## src/design/ctsw_pkg.sv

```systemverilog
// Shared types, constants and CRC helpers for the config TLV stream walker.
package ctsw_pkg;

    localparam int IN_TDATA_W  = 8;
    localparam int OUT_TDATA_W = 96;
    localparam int CFG_DATA_W  = 64;
    localparam int CFG_IDX_W   = 2;
    localparam int SIZE_W      = 16;
    localparam int NUM_IDS     = 15;
    localparam int SLOT_W      = 4;
    localparam int SLOTS_PER_REG = 4;

    localparam int FIFO_DEPTH = 4;
    localparam int FIFO_AW    = 2;

    // Configuration register indexes
    localparam logic [CFG_IDX_W-1:0] REG_SIZE_WORD_0 = 2'd0;
    localparam logic [CFG_IDX_W-1:0] REG_SIZE_WORD_1 = 2'd1;
    localparam logic [CFG_IDX_W-1:0] REG_SIZE_WORD_2 = 2'd2;
    localparam logic [CFG_IDX_W-1:0] REG_SIZE_WORD_3 = 2'd3;

    // Result kinds
    localparam logic KIND_PACKET = 1'b0;
    localparam logic KIND_STATUS = 1'b1;

    // Walk status codes
    localparam logic [1:0] ST_OK        = 2'd0;
    localparam logic [1:0] ST_TOO_SHORT = 2'd1;
    localparam logic [1:0] ST_TRUNCATED = 2'd2;

    localparam logic [15:0] CRC_INIT = 16'hFFFF;
    localparam logic [15:0] CRC_POLY = 16'h1021;

    // One classified blob byte, front to back
    typedef struct packed {
        logic [7:0]  byte_val;    // pre-trailer byte released by the delay line
        logic        has_byte;
        logic        p_zero;
        logic        p_one;
        logic        p_two;
        logic [15:0] body_off;    // offset of the byte after this one
        logic        last;
        logic        short_blob;
        logic [15:0] trailer;
    } entry_t;

    typedef struct packed {
        logic        kind;
        logic [7:0]  record_id;
        logic [15:0] body_offset;
        logic [15:0] record_size;
        logic [1:0]  walk_status;
        logic [7:0]  unknown_id;
        logic [7:0]  version;
        logic [15:0] crc_computed;
        logic [15:0] crc_trailer;
        logic        last_result;
    } result_t;

    // CRC-16/CCITT-FALSE, one byte, MSB first
    function automatic logic [15:0] crc16_feed(input logic [15:0] crc, input logic [7:0] b);
        logic [15:0] c;
        c = crc ^ {b, 8'h00};
        for (int i = 0; i < 8; i++) begin
            if (c[15]) begin
                c = {c[14:0], 1'b0} ^ CRC_POLY;
            end else begin
                c = {c[14:0], 1'b0};
            end
        end
        return c;
    endfunction

    // CRC state after byte 1: restart and feed two zero bytes
    localparam logic [15:0] CRC_TWO_ZEROS = crc16_feed(crc16_feed(CRC_INIT, 8'h00), 8'h00);

    // Known id to table slot; MSB is the hit flag
    function automatic logic [SLOT_W:0] id_slot(input logic [7:0] id);
        logic [SLOT_W:0] r;
        case (id)
            8'h01: r = {1'b1, 4'd0};
            8'h02: r = {1'b1, 4'd1};
            8'h04: r = {1'b1, 4'd2};
            8'h20: r = {1'b1, 4'd3};
            8'h21: r = {1'b1, 4'd4};
            8'h23: r = {1'b1, 4'd5};
            8'h24: r = {1'b1, 4'd6};
            8'h25: r = {1'b1, 4'd7};
            8'h26: r = {1'b1, 4'd8};
            8'h27: r = {1'b1, 4'd9};
            8'h28: r = {1'b1, 4'd10};
            8'h29: r = {1'b1, 4'd11};
            8'h2A: r = {1'b1, 4'd12};
            8'h2B: r = {1'b1, 4'd13};
            8'h2C: r = {1'b1, 4'd14};
            default: r = '0;
        endcase
        return r;
    endfunction

endpackage

```

## src/design/ctsw_front.sv

```systemverilog
// Front end: byte intake, two-byte trailer delay line, byte counter, classification.
module ctsw_front #(
    parameter int MAX_BLOB_BYTES = 65536
) (
    input  logic                          aclk,
    input  logic                          aresetn,
    input  logic                          s_tvalid,
    output logic                          s_tready,
    input  logic [ctsw_pkg::IN_TDATA_W-1:0] s_tdata,
    input  logic                          s_tlast,
    output logic                          push_valid,
    input  logic                          push_ready,
    output ctsw_pkg::entry_t              push_entry
);
    import ctsw_pkg::*;

    localparam int CNT_W = $clog2(MAX_BLOB_BYTES + 1);
    localparam int EXT_W = (CNT_W > 16) ? CNT_W : 16;

    logic [7:0]       tail0_reg, tail0_next;
    logic [7:0]       tail1_reg, tail1_next;
    logic [CNT_W-1:0] count_reg, count_next;
    logic [EXT_W-1:0] count_ext;
    logic             accept;

    assign s_tready   = push_ready;
    assign push_valid = s_tvalid;
    assign accept     = s_tvalid && push_ready;
    assign count_ext  = EXT_W'(count_reg);

    always_comb begin
        push_entry.byte_val   = tail1_reg;
        push_entry.has_byte   = (count_reg >= CNT_W'(2));
        push_entry.p_zero     = (count_reg == CNT_W'(2));
        push_entry.p_one      = (count_reg == CNT_W'(3));
        push_entry.p_two      = (count_reg == CNT_W'(4));
        push_entry.body_off   = 16'(count_ext - EXT_W'(1));
        push_entry.last       = s_tlast;
        push_entry.short_blob = (count_reg < CNT_W'(4));
        push_entry.trailer    = {tail0_reg, s_tdata};
    end

    always_comb begin
        tail0_next = tail0_reg;
        tail1_next = tail1_reg;
        count_next = count_reg;
        if (accept) begin
            if (s_tlast) begin
                tail0_next = '0;
                tail1_next = '0;
                count_next = '0;
            end else begin
                tail1_next = tail0_reg;
                tail0_next = s_tdata;
                if (count_reg != CNT_W'(MAX_BLOB_BYTES)) begin
                    count_next = count_reg + CNT_W'(1);
                end
            end
        end
    end

    always_ff @(posedge aclk) begin
        if (!aresetn) begin
            tail0_reg <= '0;
            tail1_reg <= '0;
            count_reg <= '0;
        end else begin
            tail0_reg <= tail0_next;
            tail1_reg <= tail1_next;
            count_reg <= count_next;
        end
    end

endmodule

```

## src/design/ctsw_fifo.sv

```systemverilog
// Short register queue decoupling the front end from the walker.
module ctsw_fifo (
    input  logic             aclk,
    input  logic             aresetn,
    input  logic             push_valid,
    output logic             push_ready,
    input  ctsw_pkg::entry_t push_entry,
    output logic             pop_valid,
    input  logic             pop_ready,
    output ctsw_pkg::entry_t pop_entry
);
    import ctsw_pkg::*;

    entry_t             slot_reg [FIFO_DEPTH];
    logic [FIFO_AW-1:0] wr_ptr_reg, wr_ptr_next;
    logic [FIFO_AW-1:0] rd_ptr_reg, rd_ptr_next;
    logic [FIFO_AW:0]   fill_reg, fill_next;
    logic               do_push, do_pop;

    assign push_ready = (fill_reg != (FIFO_AW+1)'(FIFO_DEPTH));
    assign pop_valid  = (fill_reg != '0);
    assign pop_entry  = slot_reg[rd_ptr_reg];
    assign do_push    = push_valid && push_ready;
    assign do_pop     = pop_valid && pop_ready;

    always_comb begin
        wr_ptr_next = do_push ? wr_ptr_reg + FIFO_AW'(1) : wr_ptr_reg;
        rd_ptr_next = do_pop ? rd_ptr_reg + FIFO_AW'(1) : rd_ptr_reg;
        fill_next   = fill_reg;
        if (do_push && !do_pop) begin
            fill_next = fill_reg + (FIFO_AW+1)'(1);
        end else if (do_pop && !do_push) begin
            fill_next = fill_reg - (FIFO_AW+1)'(1);
        end
    end

    always_ff @(posedge aclk) begin
        if (do_push) begin
            slot_reg[wr_ptr_reg] <= push_entry;
        end
    end

    always_ff @(posedge aclk) begin
        if (!aresetn) begin
            wr_ptr_reg <= '0;
            rd_ptr_reg <= '0;
            fill_reg   <= '0;
        end else begin
            wr_ptr_reg <= wr_ptr_next;
            rd_ptr_reg <= rd_ptr_next;
            fill_reg   <= fill_next;
        end
    end

endmodule

```

## src/design/ctsw_back.sv

```systemverilog
// Walker: size table, CRC, packet phase tracking and result output stage.
module ctsw_back (
    input  logic                             aclk,
    input  logic                             aresetn,
    input  logic                             cfg_we,
    input  logic [ctsw_pkg::CFG_IDX_W-1:0]   cfg_index,
    input  logic [ctsw_pkg::CFG_DATA_W-1:0]  cfg_data,
    input  logic                             pop_valid,
    output logic                             pop_ready,
    input  ctsw_pkg::entry_t                 pop_entry,
    output logic                             out_valid,
    input  logic                             out_ready,
    output ctsw_pkg::result_t                out_result
);
    import ctsw_pkg::*;

    localparam logic [2:0] PH_HEADER   = 3'd0;
    localparam logic [2:0] PH_RESERVED = 3'd1;
    localparam logic [2:0] PH_ID       = 3'd2;
    localparam logic [2:0] PH_BODY     = 3'd3;
    localparam logic [2:0] PH_STOPPED  = 3'd4;

    logic [SIZE_W-1:0] size_tab_reg [NUM_IDS];

    logic [15:0] crc_reg, crc_next;
    logic [2:0]  phase_reg, phase_next;
    logic [7:0]  cur_id_reg, cur_id_next;
    logic [15:0] remain_reg, remain_next;
    logic [15:0] start_reg, start_next;
    logic [7:0]  version_reg, version_next;
    logic [7:0]  stopped_reg, stopped_next;

    logic        out_valid_reg, out_valid_next;
    result_t     out_reg, out_next;
    logic        hold_valid_reg, hold_valid_next;
    result_t     hold_reg, hold_next;

    logic [SLOT_W:0]   slot_hit;
    logic [15:0]       lookup_sz;
    logic [SLOT_W:0]   cur_slot;
    logic [15:0]       cur_sz;
    logic              can_load;
    logic              pkt_done;
    result_t           desc, stat;

    // Size table writes: each register fills four slots, the last one three
    always_ff @(posedge aclk) begin
        if (!aresetn) begin
            for (int i = 0; i < NUM_IDS; i++) begin
                size_tab_reg[i] <= '0;
            end
        end else if (cfg_we) begin
            for (int k = 0; k < SLOTS_PER_REG; k++) begin
                if ((int'(cfg_index) * SLOTS_PER_REG + k) < NUM_IDS) begin
                    size_tab_reg[SLOT_W'(int'(cfg_index) * SLOTS_PER_REG + k)] <=
                        cfg_data[k*SIZE_W +: SIZE_W];
                end
            end
        end
    end

    assign slot_hit  = id_slot(pop_entry.byte_val);
    assign lookup_sz = slot_hit[SLOT_W] ? size_tab_reg[slot_hit[SLOT_W-1:0]] : 16'd0;

    // descriptor size is read from the table as it stands when the body ends
    assign cur_slot  = id_slot(cur_id_reg);
    assign cur_sz    = cur_slot[SLOT_W] ? size_tab_reg[cur_slot[SLOT_W-1:0]] : 16'd0;

    // Walker state update for the head entry
    always_comb begin
        crc_next     = crc_reg;
        phase_next   = phase_reg;
        cur_id_next  = cur_id_reg;
        remain_next  = remain_reg;
        start_next   = start_reg;
        version_next = version_reg;
        stopped_next = stopped_reg;
        pkt_done     = 1'b0;
        if (pop_entry.has_byte) begin
            if (pop_entry.p_zero) begin
                crc_next = crc16_feed(CRC_INIT, pop_entry.byte_val);
            end else if (pop_entry.p_one) begin
                crc_next = CRC_TWO_ZEROS;
            end else begin
                crc_next = crc16_feed(crc_reg, pop_entry.byte_val);
            end
            case (phase_reg)
                PH_HEADER: begin
                    if (pop_entry.p_two) begin
                        version_next = pop_entry.byte_val;
                        phase_next   = PH_RESERVED;
                    end
                end
                PH_RESERVED: begin
                    phase_next = PH_ID;
                end
                PH_ID: begin
                    if (lookup_sz == 16'd0) begin
                        stopped_next = pop_entry.byte_val;
                        phase_next   = PH_STOPPED;
                    end else begin
                        cur_id_next = pop_entry.byte_val;
                        remain_next = lookup_sz;
                        start_next  = pop_entry.body_off;
                        phase_next  = PH_BODY;
                    end
                end
                PH_BODY: begin
                    remain_next = remain_reg - 16'd1;
                    if (remain_reg == 16'd1) begin
                        phase_next = PH_RESERVED;
                        pkt_done   = 1'b1;
                    end
                end
                default: begin
                end
            endcase
        end
    end

    always_comb begin
        desc              = '0;
        desc.kind         = KIND_PACKET;
        desc.record_id    = cur_id_reg;
        desc.body_offset  = start_reg;
        desc.record_size  = cur_sz;
        desc.last_result  = !pop_entry.last;

        stat              = '0;
        stat.kind         = KIND_STATUS;
        stat.crc_computed = crc_next;
        stat.crc_trailer  = pop_entry.trailer;
        stat.last_result  = 1'b1;
        if (pop_entry.short_blob) begin
            stat.walk_status = ST_TOO_SHORT;
        end else if (phase_next == PH_BODY) begin
            stat.walk_status = ST_TRUNCATED;
            stat.version     = version_next;
        end else begin
            stat.walk_status = ST_OK;
            stat.version     = version_next;
            stat.unknown_id  = stopped_next;
        end
    end

    assign can_load   = !out_valid_reg || out_ready;
    assign pop_ready  = can_load && !hold_valid_reg;
    assign out_valid  = out_valid_reg;
    assign out_result = out_reg;

    // Output register plus one hold slot for the second result of an entry
    always_comb begin
        out_valid_next  = out_valid_reg;
        out_next        = out_reg;
        hold_valid_next = hold_valid_reg;
        hold_next       = hold_reg;
        if (can_load) begin
            out_valid_next = 1'b0;
            if (hold_valid_reg) begin
                out_valid_next  = 1'b1;
                out_next        = hold_reg;
                hold_valid_next = 1'b0;
            end else if (pop_valid) begin
                if (pkt_done) begin
                    out_valid_next = 1'b1;
                    out_next       = desc;
                    if (pop_entry.last) begin
                        hold_valid_next = 1'b1;
                        hold_next       = stat;
                    end
                end else if (pop_entry.last) begin
                    out_valid_next = 1'b1;
                    out_next       = stat;
                end
            end
        end
    end

    always_ff @(posedge aclk) begin
        out_reg  <= out_next;
        hold_reg <= hold_next;
    end

    always_ff @(posedge aclk) begin
        if (!aresetn) begin
            out_valid_reg  <= 1'b0;
            hold_valid_reg <= 1'b0;
            crc_reg        <= CRC_INIT;
            phase_reg      <= PH_HEADER;
            cur_id_reg     <= '0;
            remain_reg     <= '0;
            start_reg      <= '0;
            version_reg    <= '0;
            stopped_reg    <= '0;
        end else begin
            out_valid_reg  <= out_valid_next;
            hold_valid_reg <= hold_valid_next;
            if (pop_valid && pop_ready) begin
                if (pop_entry.last) begin
                    crc_reg     <= CRC_INIT;
                    phase_reg   <= PH_HEADER;
                    cur_id_reg  <= '0;
                    remain_reg  <= '0;
                    start_reg   <= '0;
                    version_reg <= '0;
                    stopped_reg <= '0;
                end else begin
                    crc_reg     <= crc_next;
                    phase_reg   <= phase_next;
                    cur_id_reg  <= cur_id_next;
                    remain_reg  <= remain_next;
                    start_reg   <= start_next;
                    version_reg <= version_next;
                    stopped_reg <= stopped_next;
                end
            end
        end
    end

endmodule

```

## src/design/config_tlv_stream_walker.sv

```systemverilog
// Top level of the config TLV stream walker: front end, queue, walker.
//
//  channel   direction  handshake             payload
//  s_        in         s_tvalid / s_tready   tdata: data_byte; tlast: last_byte
//  m_        out        m_tvalid / m_tready   tdata: packet fields; tuser: kind;
//                                             tlast: last result of its word
//  cfg_      in         cfg_valid / cfg_ready cfg_index, cfg_data (size table)
//
//  One input word per cycle while m_ is not stalled and no hold-slot result
//  waits; CRC step, id lookup and packet bookkeeping are all combinational.
//  A final byte that also completes a packet yields two result words, the
//  second leaving through the hold slot once the first is taken.
//  Input to result path: the queue, then the output register.
//  aresetn is synchronous, active low; it clears the size table and walk state.
//  A stalled m_ side backs up into the four-entry queue before s_tready drops.
module config_tlv_stream_walker #(
    parameter int MAX_BLOB_BYTES = 65536
) (
    input  logic                              aclk,
    input  logic                              aresetn,
    // slave stream: tdata = data_byte[7:0]; tlast = last_byte
    input  logic                              s_tvalid,
    output logic                              s_tready,
    input  logic [ctsw_pkg::IN_TDATA_W-1:0]   s_tdata,
    input  logic                              s_tlast,
    // master stream: tdata = record_id[7:0], body_offset[23:8], record_size[39:24],
    //   walk_status[41:40], unknown_id[49:42], version[57:50],
    //   crc_computed[73:58], crc_trailer[89:74], zero pad[95:90]
    output logic                              m_tvalid,
    input  logic                              m_tready,
    output logic [ctsw_pkg::OUT_TDATA_W-1:0]  m_tdata,
    // tuser = result_kind
    output logic                              m_tuser,
    output logic                              m_tlast,
    // configuration write
    input  logic                              cfg_valid,
    output logic                              cfg_ready,
    input  logic [ctsw_pkg::CFG_IDX_W-1:0]    cfg_index,
    input  logic [ctsw_pkg::CFG_DATA_W-1:0]   cfg_data
);
    import ctsw_pkg::*;

    logic    push_valid, push_ready;
    entry_t  push_entry;
    logic    pop_valid, pop_ready;
    entry_t  pop_entry;
    result_t res;

    // Table writes never stall
    assign cfg_ready = 1'b1;

    ctsw_front #(
        .MAX_BLOB_BYTES (MAX_BLOB_BYTES)
    ) u_front (
        .aclk       (aclk),
        .aresetn    (aresetn),
        .s_tvalid   (s_tvalid),
        .s_tready   (s_tready),
        .s_tdata    (s_tdata),
        .s_tlast    (s_tlast),
        .push_valid (push_valid),
        .push_ready (push_ready),
        .push_entry (push_entry)
    );

    ctsw_fifo u_fifo (
        .aclk       (aclk),
        .aresetn    (aresetn),
        .push_valid (push_valid),
        .push_ready (push_ready),
        .push_entry (push_entry),
        .pop_valid  (pop_valid),
        .pop_ready  (pop_ready),
        .pop_entry  (pop_entry)
    );

    ctsw_back u_back (
        .aclk       (aclk),
        .aresetn    (aresetn),
        .cfg_we     (cfg_valid && cfg_ready),
        .cfg_index  (cfg_index),
        .cfg_data   (cfg_data),
        .pop_valid  (pop_valid),
        .pop_ready  (pop_ready),
        .pop_entry  (pop_entry),
        .out_valid  (m_tvalid),
        .out_ready  (m_tready),
        .out_result (res)
    );

    // Pack result fields, first field lowest
    assign m_tdata = {6'b0, res.crc_trailer, res.crc_computed, res.version,
                      res.unknown_id, res.walk_status, res.record_size,
                      res.body_offset, res.record_id};
    assign m_tuser = res.kind;
    assign m_tlast = res.last_result;

endmodule

```

## config.mk

```make
export PLATFORM = sky130hd
export DESIGN_NAME = config_tlv_stream_walker
export DESIGN_NICKNAME = d
export VERILOG_FILES = /design/src/design/ctsw_pkg.sv /design/src/design/ctsw_front.sv /design/src/design/ctsw_fifo.sv /design/src/design/ctsw_back.sv /design/src/design/config_tlv_stream_walker.sv
export SDC_FILE = /design/constraint.sdc
export NUM_CORES = 1
export LEC_CHECK = 0
export BUFFER_PORTS_ARGS = -buffer_cell sky130_fd_sc_hd__buf_2
export CAP_MARGIN = 20
export CORE_MARGIN = 2
export CORE_UTILIZATION = 55
export CTS_BUF_LIST = sky130_fd_sc_hd__clkbuf_8
export CTS_CLUSTER_DIAMETER = 30
export DETAILED_ROUTE_END_ITERATION = 8
export PLACE_DENSITY = 0.73
export SETUP_SLACK_MARGIN = 0.15
export SYNTH_ARGS = -nofsm -noshare
export SYNTH_HDL_FRONTEND = slang
export SYNTH_SLANG_ARGS = --single-unit
```

## constraint.sdc

```tcl
create_clock -name aclk -period 7.7 [get_ports aclk]
set_clock_uncertainty 0.05 [all_clocks]
set_input_delay 0.77 -clock aclk [delete_from_list [all_inputs] [get_ports aclk]]
set_output_delay 0.77 -clock aclk [all_outputs]
set_load 0.1 [all_outputs]
```

==> impl_results.md, run 1 <==
* WL per Instance at about 24 microns
* Setup Buffers After CTS at 0
* Die H at 245 microns
* Slew Viols, Final at 0
* Largest net degree at the start of global routing at 75
* Placed cell count at 3,456
* TritonCTS buffer count at around 150
* Static Leak at 13.2 nW
* CORE AREA at 0.0577 sq mm
* Mux contribution to synthesized area at 0.0455
* CTS Hold Bufs at 0
* Ranking of synthesized cells by area: edfxtp_1 (55%), dfxtp_1 (7.7%), and2_1 (5.3%)
* Hold WS at about 0.15 ns
* Worst-Skew Late Latency at 0.81 ns
* Crit-path cells: mux4_2, inv_1, ha_1, inv_1, mux2i_1, nor3_1, o21ai_2, buf_4, nor2_2, buf_4, a22oi_1, a211oi_1, a22oi_1, nand4_1, nor3_2, nor3_4, nand2_1, a21oi_1, inv_1, ha_1, o211ai_1, a22oi_1, a21oi_1, a31oi_1
* WL final at 90,800 microns
* Row count at between 80 and 90
* Nets at 2,939
* Final Cell Area at approximately 0.037 sq mm
* CP Max Fanout at 21
* Worst-path clk slew at about 0.060 ns
* Post-synthesis simple-gate area fraction at 0.148
* Sink Count at between 700 and 800
* CP max stage delay at between 0.7 and 0.8 ns
* Placed Instance Area at 0.0336 sq mm
* Post-CTS sizing at 0
* Measured slew at the worst slew-check pin at ~1.2 ns
* Uppermost routed layer: met5
* Slowest CP cell: mux4_2
* Internal at between 8 and 9 mW
* Hold depth at 1
* Clock share of power at 0.295
* Largest area contributor in the netlist: edfxtp_1
* Hold crit path type: input port to register
* DRC at 0
* Async S/R FF share, synth at 0
* CP arrival at ~7.4 ns
* Slew Limit Headroom at 0.217
* Ys Warns at 0
* Psw at between 5 and 6 mW
* Worst VDD drop at about 370 uV
* Sequential share of the synthesized area at 0.623
* Fin crit period at ~6.8 ns
* Maximum clock path buffer count at 3
* Bufs and invs on worst path at 5
* Total grt overflow at 0
* IO Pins at around 180
* Worst setup EP type: register
* Critical path launch point type: register
* Hold Crit Start: cfg_data[53]
* Cell family with most CP delay: simple AND/OR/NAND/NOR gates
* Pwr dens at 372 mW/mm^2
* Adder-cell area share of the yosys netlist at 0.00687
* Placed wire-length estimate at about 57,000 microns
* Sequential Power Share at 0.365
* Port-buffer cells at about 170
* Status: finished, final reports clean
* Total GRT Usage at 0.303
* Initial antenna violation count at 6
* Largest family of logic cells by synthesized area: simple AND/OR/NAND/NOR gates
* Die width at 245 microns
* Yosys reg bits at between 700 and 800
* Top_reg_cell synth: edfxtp_1
* Number of global-route vias before repair at about 23,000
* GP Congestion at between 0.9 and 1
* Starting Density at 0.555
* Synth cell types at 91
* First-pass GRT wire length at approximately 140,000 microns
* Vias/cell at around 6.4
* H-tree depth at 4
* Area growth, synth to finish at 14.6%
* Final setup TNS at 0 ns
* Highest Clock Rate at between 100 and 150 MHz
* Maxcap violations at 0
* Internal reg-to-reg setup slack at a little over 0.9 ns
* Register-to-Register Path Depth at 24
* Post-Synth XOR/XNOR Area at 0.0180
* Syn Inst Count at around 2,600
* Critical path type: register to register
* Share of the clock period used by the worst path at 0.880
* Final hold vios at 0
* Avg Cell Area, Syn at between 10 and 15 sq um
* Final setup fails at 0
* Final worst slack at ~0.93 ns
* ANT nets after route at 0
* Max reg flops at between 200 and 300
* DIE AREA at 0.0602 sq mm
* Post-synth top area share at 0.545
* Comb pwr share at 0.340
* Area of the mapped netlist at around 0.032 sq mm
* Synth Area in Compound Gates at 0.128
* Post-synth EDFFs at around 580
* Required @ worst endpoint at roughly 8.3 ns
* Post-Place Setup Slack at roughly 1.2 ns
* Vias at 23,800
* RSZ-0062 raised after global routing: false
* CTS tree: yes
* Sw Ratio at 0.401
* DRT Pass-1 Iters at 9
* Share of cells above drive strength 1 at 0.191
* WHS Endpoint: u_back.size_tab_reg[15][5]
* Metal3 WL at ~10,000 microns
* Met1 wire length at ~35,000 microns
* Root Buffer: clkbuf_8
* Non-Filler Instances at 3,732
* DR iter-0 viols at 3,035
* Met2 wire length at ~41,000 microns
stage by stage:
stage | util | power, mW
floorplan | - | 8.48
global placement | 0.582 | 9.50
finish | 0.636 | 13.6
detailed placement | 0.582 | 9.59
CTS | 0.635 | 13.6
global route | 0.636 | 14.1
cell usage in the layout, fill, tap and decap left out, types with 43 or more instances in the layout:
cell type / n
buf_4: 51
o22ai_1: 68
o21ai_0: 73
nand2_1: 327
nor2_1: 150
inv_1: 63
mux4_2: 45
dfxtp_1: 121
a22oi_1: 67
a31oi_1: 43
edfxtp_1: 582
and2_1: 270
clkbuf_8: 151
buf_2: 173
nand3_1: 52
a21oi_1: 99
a211oi_1: 49
routing by layer:
layer / track usage / vias up
li1: - / 10311
met4: 0.149 / 4
met2: 0.460 / 1559
met5: 0 / -
met1: 0.404 / 11562
met3: 0.0836 / 364
worst max-delay path by stage:
stage | end | slack, ns | cells past startpoint
global route | register | 0.50 | 22
finish | register | 0.93 | 24
floorplan | u_back.out_result[0] | 1.27 | 9
global placement | register | 1.40 | 22
detailed placement | register | 1.18 | 22
CTS | register | 1.09 | 22
power by group through the flow:
stage               Clock, mW  Combinational (mW)  Sequential [mW]
global placement            0                4.47             5.03
CTS                      4.08                4.55             4.98
global route             4.26                4.86             5.02
finish                   4.03                4.64             4.98
floorplan                   0                2.24             6.24
detailed placement          0                4.55             5.05
layout make-up:
cell class / count / area [sq um]
Clock inverter: 118 / 981
Tap cell: 765 / 957
Timing Repair Buffer: 229 / 1310
Inverter: 30 / 113
Sequential cell: 706 / 20000
Fill cell: 4377 / 21000
Multi-Input combinational cell: 1730 / 11300
Antenna cell: 3 / 7.51
Clock buffer: 151 / 2080
synth_stat cells, types with 12 or more instances:
cell type    n
a211oi_1    49
a21oi_1    100
a221oi_1    30
a22o_1      22
a22oi_1     67
a311oi_1    33
a31oi_1     43
and2_1     273
and3_1      31
buf_1       18
buf_2       25
buf_4       12
clkbuf_1   135
dfxtp_1    124
edfxtp_1   582
ha_1        16
inv_1       29
mux2i_1     34
mux4_2      45
nand2_1    328
nand3_1     52
nor2_1     156
nor3_1      29
nor4_1      12
o21ai_0     76
o22ai_1     68
xnor2_1     28
xor2_1      34
kinds of logic after synthesis:
kind of cell,count (synthesis)
AO/OA/AOI/OAI,585
buffers and inverters,227
multiplexers,88
XOR/XNOR,64
adder cells (fa/ha/maj),17
flip-flops,706
AND/OR/NAND/NOR,953
other,2
No activity file was read; power rests on OpenSTA's default activity.
==> inputs of run 2 (changes only) <==
==> constraint.sdc (replaced) <==
create_clock -name aclk -period 8.3 [get_ports aclk]
set_clock_uncertainty 0.05 [all_clocks]
set_input_delay 0.83 -clock aclk [delete_from_list [all_inputs] [get_ports aclk]]
set_output_delay 0.83 -clock aclk [all_outputs]
set_load 0.1 [all_outputs]
==> impl_results.md, run 2 (synthesis results as in run 1) <==
* Slew Limit Headroom at 0.221
* ANT nets after route at 0
* Most frequent cells in the layout: edfxtp_1 (582), nand2_1 (326), and2_1 (270)
* First-pass GRT wire length at between 100,000 and 150,000 microns
* Placed Instance Area at around 0.034 sq mm
* Worst-Skew Late Latency at between 0.8 and 0.9 ns
* Die width at 245 microns
* Row count at 88
* Number of global-route vias before repair at about 23,000
* Clock share of power at 0.308
* Non-Filler Instances at around 3,700
* WL per Instance at roughly 24 microns
* GP Congestion at 0.912
* Slew Viols, Final at 0
* Critical path type: register to register
* Setup Buffers After CTS at 0
* Area growth, synth to finish at 15.2%
* DR iter-0 viols at between 2,000 and 3,000
* Final setup TNS at 0 ns
* Vias at between 20,000 and 25,000
* Worst-path clk slew at about 0.060 ns
* Highest Clock Rate at around 140 MHz
* Final hold vios at 0
* CORE AREA at 0.0577 sq mm
* Power consumption at between 10 and 15 mW
* Comb pwr share at 0.334
* RSZ-0062 raised after global routing: false
* Initial antenna violation count at 5
* Final Util at 0.640
* Commonest non-fill, non-tap cell in the layout: edfxtp_1
* H-tree depth at 4
* DIE AREA at about 0.06 sq mm
* Final Cell Area at 0.0369 sq mm
* WL final at 90,600 microns
* Psw at roughly 5.1 mW
* Internal at around 8 mW
* Sink Count at ~710
* Status: finished, final reports clean
* Root Buffer: clkbuf_8
* Post-Place Setup Slack at about 1.5 ns
* Max reg flops at ~260
* Internal reg-to-reg setup slack at roughly 1.3 ns
* IO Pins at between 150 and 200
* Hold crit path type: input port to register
* CTS Hold Bufs at 0
* Critical path launch point type: register
* CTS tree: yes
* DRT Pass-1 Iters at 8
* DRC at 0
* Sequential Power Share at 0.358
* Vias/cell at between 6 and 7
* Starting Density at 0.555
* Placed wire-length estimate at around 55,000 microns
* Hold WS at between 0.2 and 0.25 ns
* Share of cells above drive strength 1 at 0.198
* Total GRT Usage at 0.301
* Die H at approximately 250 microns
* Nets at 2,941
* Measured slew at the worst slew-check pin at between 1 and 1.5 ns
* Final setup fails at 0
* Largest net degree at the start of global routing at 75
* Static Leak at about 13 nW
* Post-CTS sizing at 0
* Worst VDD drop at around 290 uV
* Final worst slack at between 1 and 1.5 ns
* CP arrival at roughly 7.6 ns
* Sw Ratio at 0.398
* Maxcap violations at 0
* TritonCTS buffer count at 145
* Port-buffer cells at ~170
* Worst setup EP type: register
* CP Max Fanout at 32
* Required @ worst endpoint at about 8.9 ns
* Total grt overflow at 0
* Register-to-Register Path Depth at 18
* Fin crit period at between 6 and 7 ns
* Placed cell count at 3,461
* Share of the clock period used by the worst path at 0.838
* Maximum clock path buffer count at 3
* Pwr dens at around 350 mW/mm^2
-- run 2: cell count changes in the layout (fill, tap and decap cells not counted), moves of 2 or more --
cell	before	now
clkinv_1	20	10
buf_4	51	57
inv_1	63	57
bufinv_16	13	18
clkbuf_8	151	155
inv_6	3	7
clkinv_2	20	23
inv_8	5	2
buf_8	3	1
clkinv_4	5	7
clkinvlp_4	15	17
-- run 2: worst min-delay path by stage --
stage,from,endpoint,slack [ns],depth (start not counted)
6_report,cfg_data[55],u_back.size_tab_reg[15][7],0.20,1
3_5_place_dp,u_back.stopped_reg[0],u_back.stopped_reg[0],0.43,2
3_3_place_gp,u_back.remain_reg[13],u_back.remain_reg[13],0.41,2
2_1_floorplan,u_back.remain_reg[13],u_back.remain_reg[13],0.40,2
5_1_grt,cfg_data[59],u_back.size_tab_reg[15][11],0.15,1
4_1_cts,cfg_data[55],u_back.size_tab_reg[15][7],0.14,1
-- run 2: power by group through the flow --
| stage | registers (mW) | clock network [mW] | logic (mW) |
|---|---|---|---|
| global placement | 4.68 | 0 | 4.18 |
| floorplan | 5.79 | 0 | 2.08 |
| finish | 4.63 | 3.98 | 4.31 |
| CTS | 4.62 | 4.02 | 4.25 |
| detailed placement | 4.69 | 0 | 4.24 |
| global route | 4.67 | 4.19 | 4.52 |
-- run 2: area by class of cell --
cell class                 count  area [sq um]
antenna                        3          7.51
clock buffer                 155          2130
clock inverter               115          1120
fill                        4337         20800
inverter                      30           113
multi-input combinational   1730         11300
sequential                   706         20000
tap                          765           957
timing repair buffer         231          1310
-- run 2: critical path: stages (launching register included) --
cell	delay, ns
dfxtp_2	0.89
buf_4	0.45
mux2_2	0.51
nand3_1	0.29
nand2_2	0.51
nor2_2	1.08
a22oi_1	0.21
a31o_1	0.26
or4_4	0.56
nand4_2	0.17
nor3_2	0.10
nor3_4	0.42
nand2_1	0.11
a21oi_1	0.29
inv_1	0.16
ha_1	0.27
nand4b_1	0.18
o211ai_1	0.15
o311ai_1	0.15
-- run 2: metal layers --
metal / global-route usage / vias to the layer above / part of all wire
met3: 0.0845 / 276 / 0.10
met2: 0.466 / 1378 / 0.46
met1: 0.398 / 11491 / 0.39
met5: 0 / - / 0.00033
met4: 0.134 / 4 / 0.040
li1: - / 10311 / -
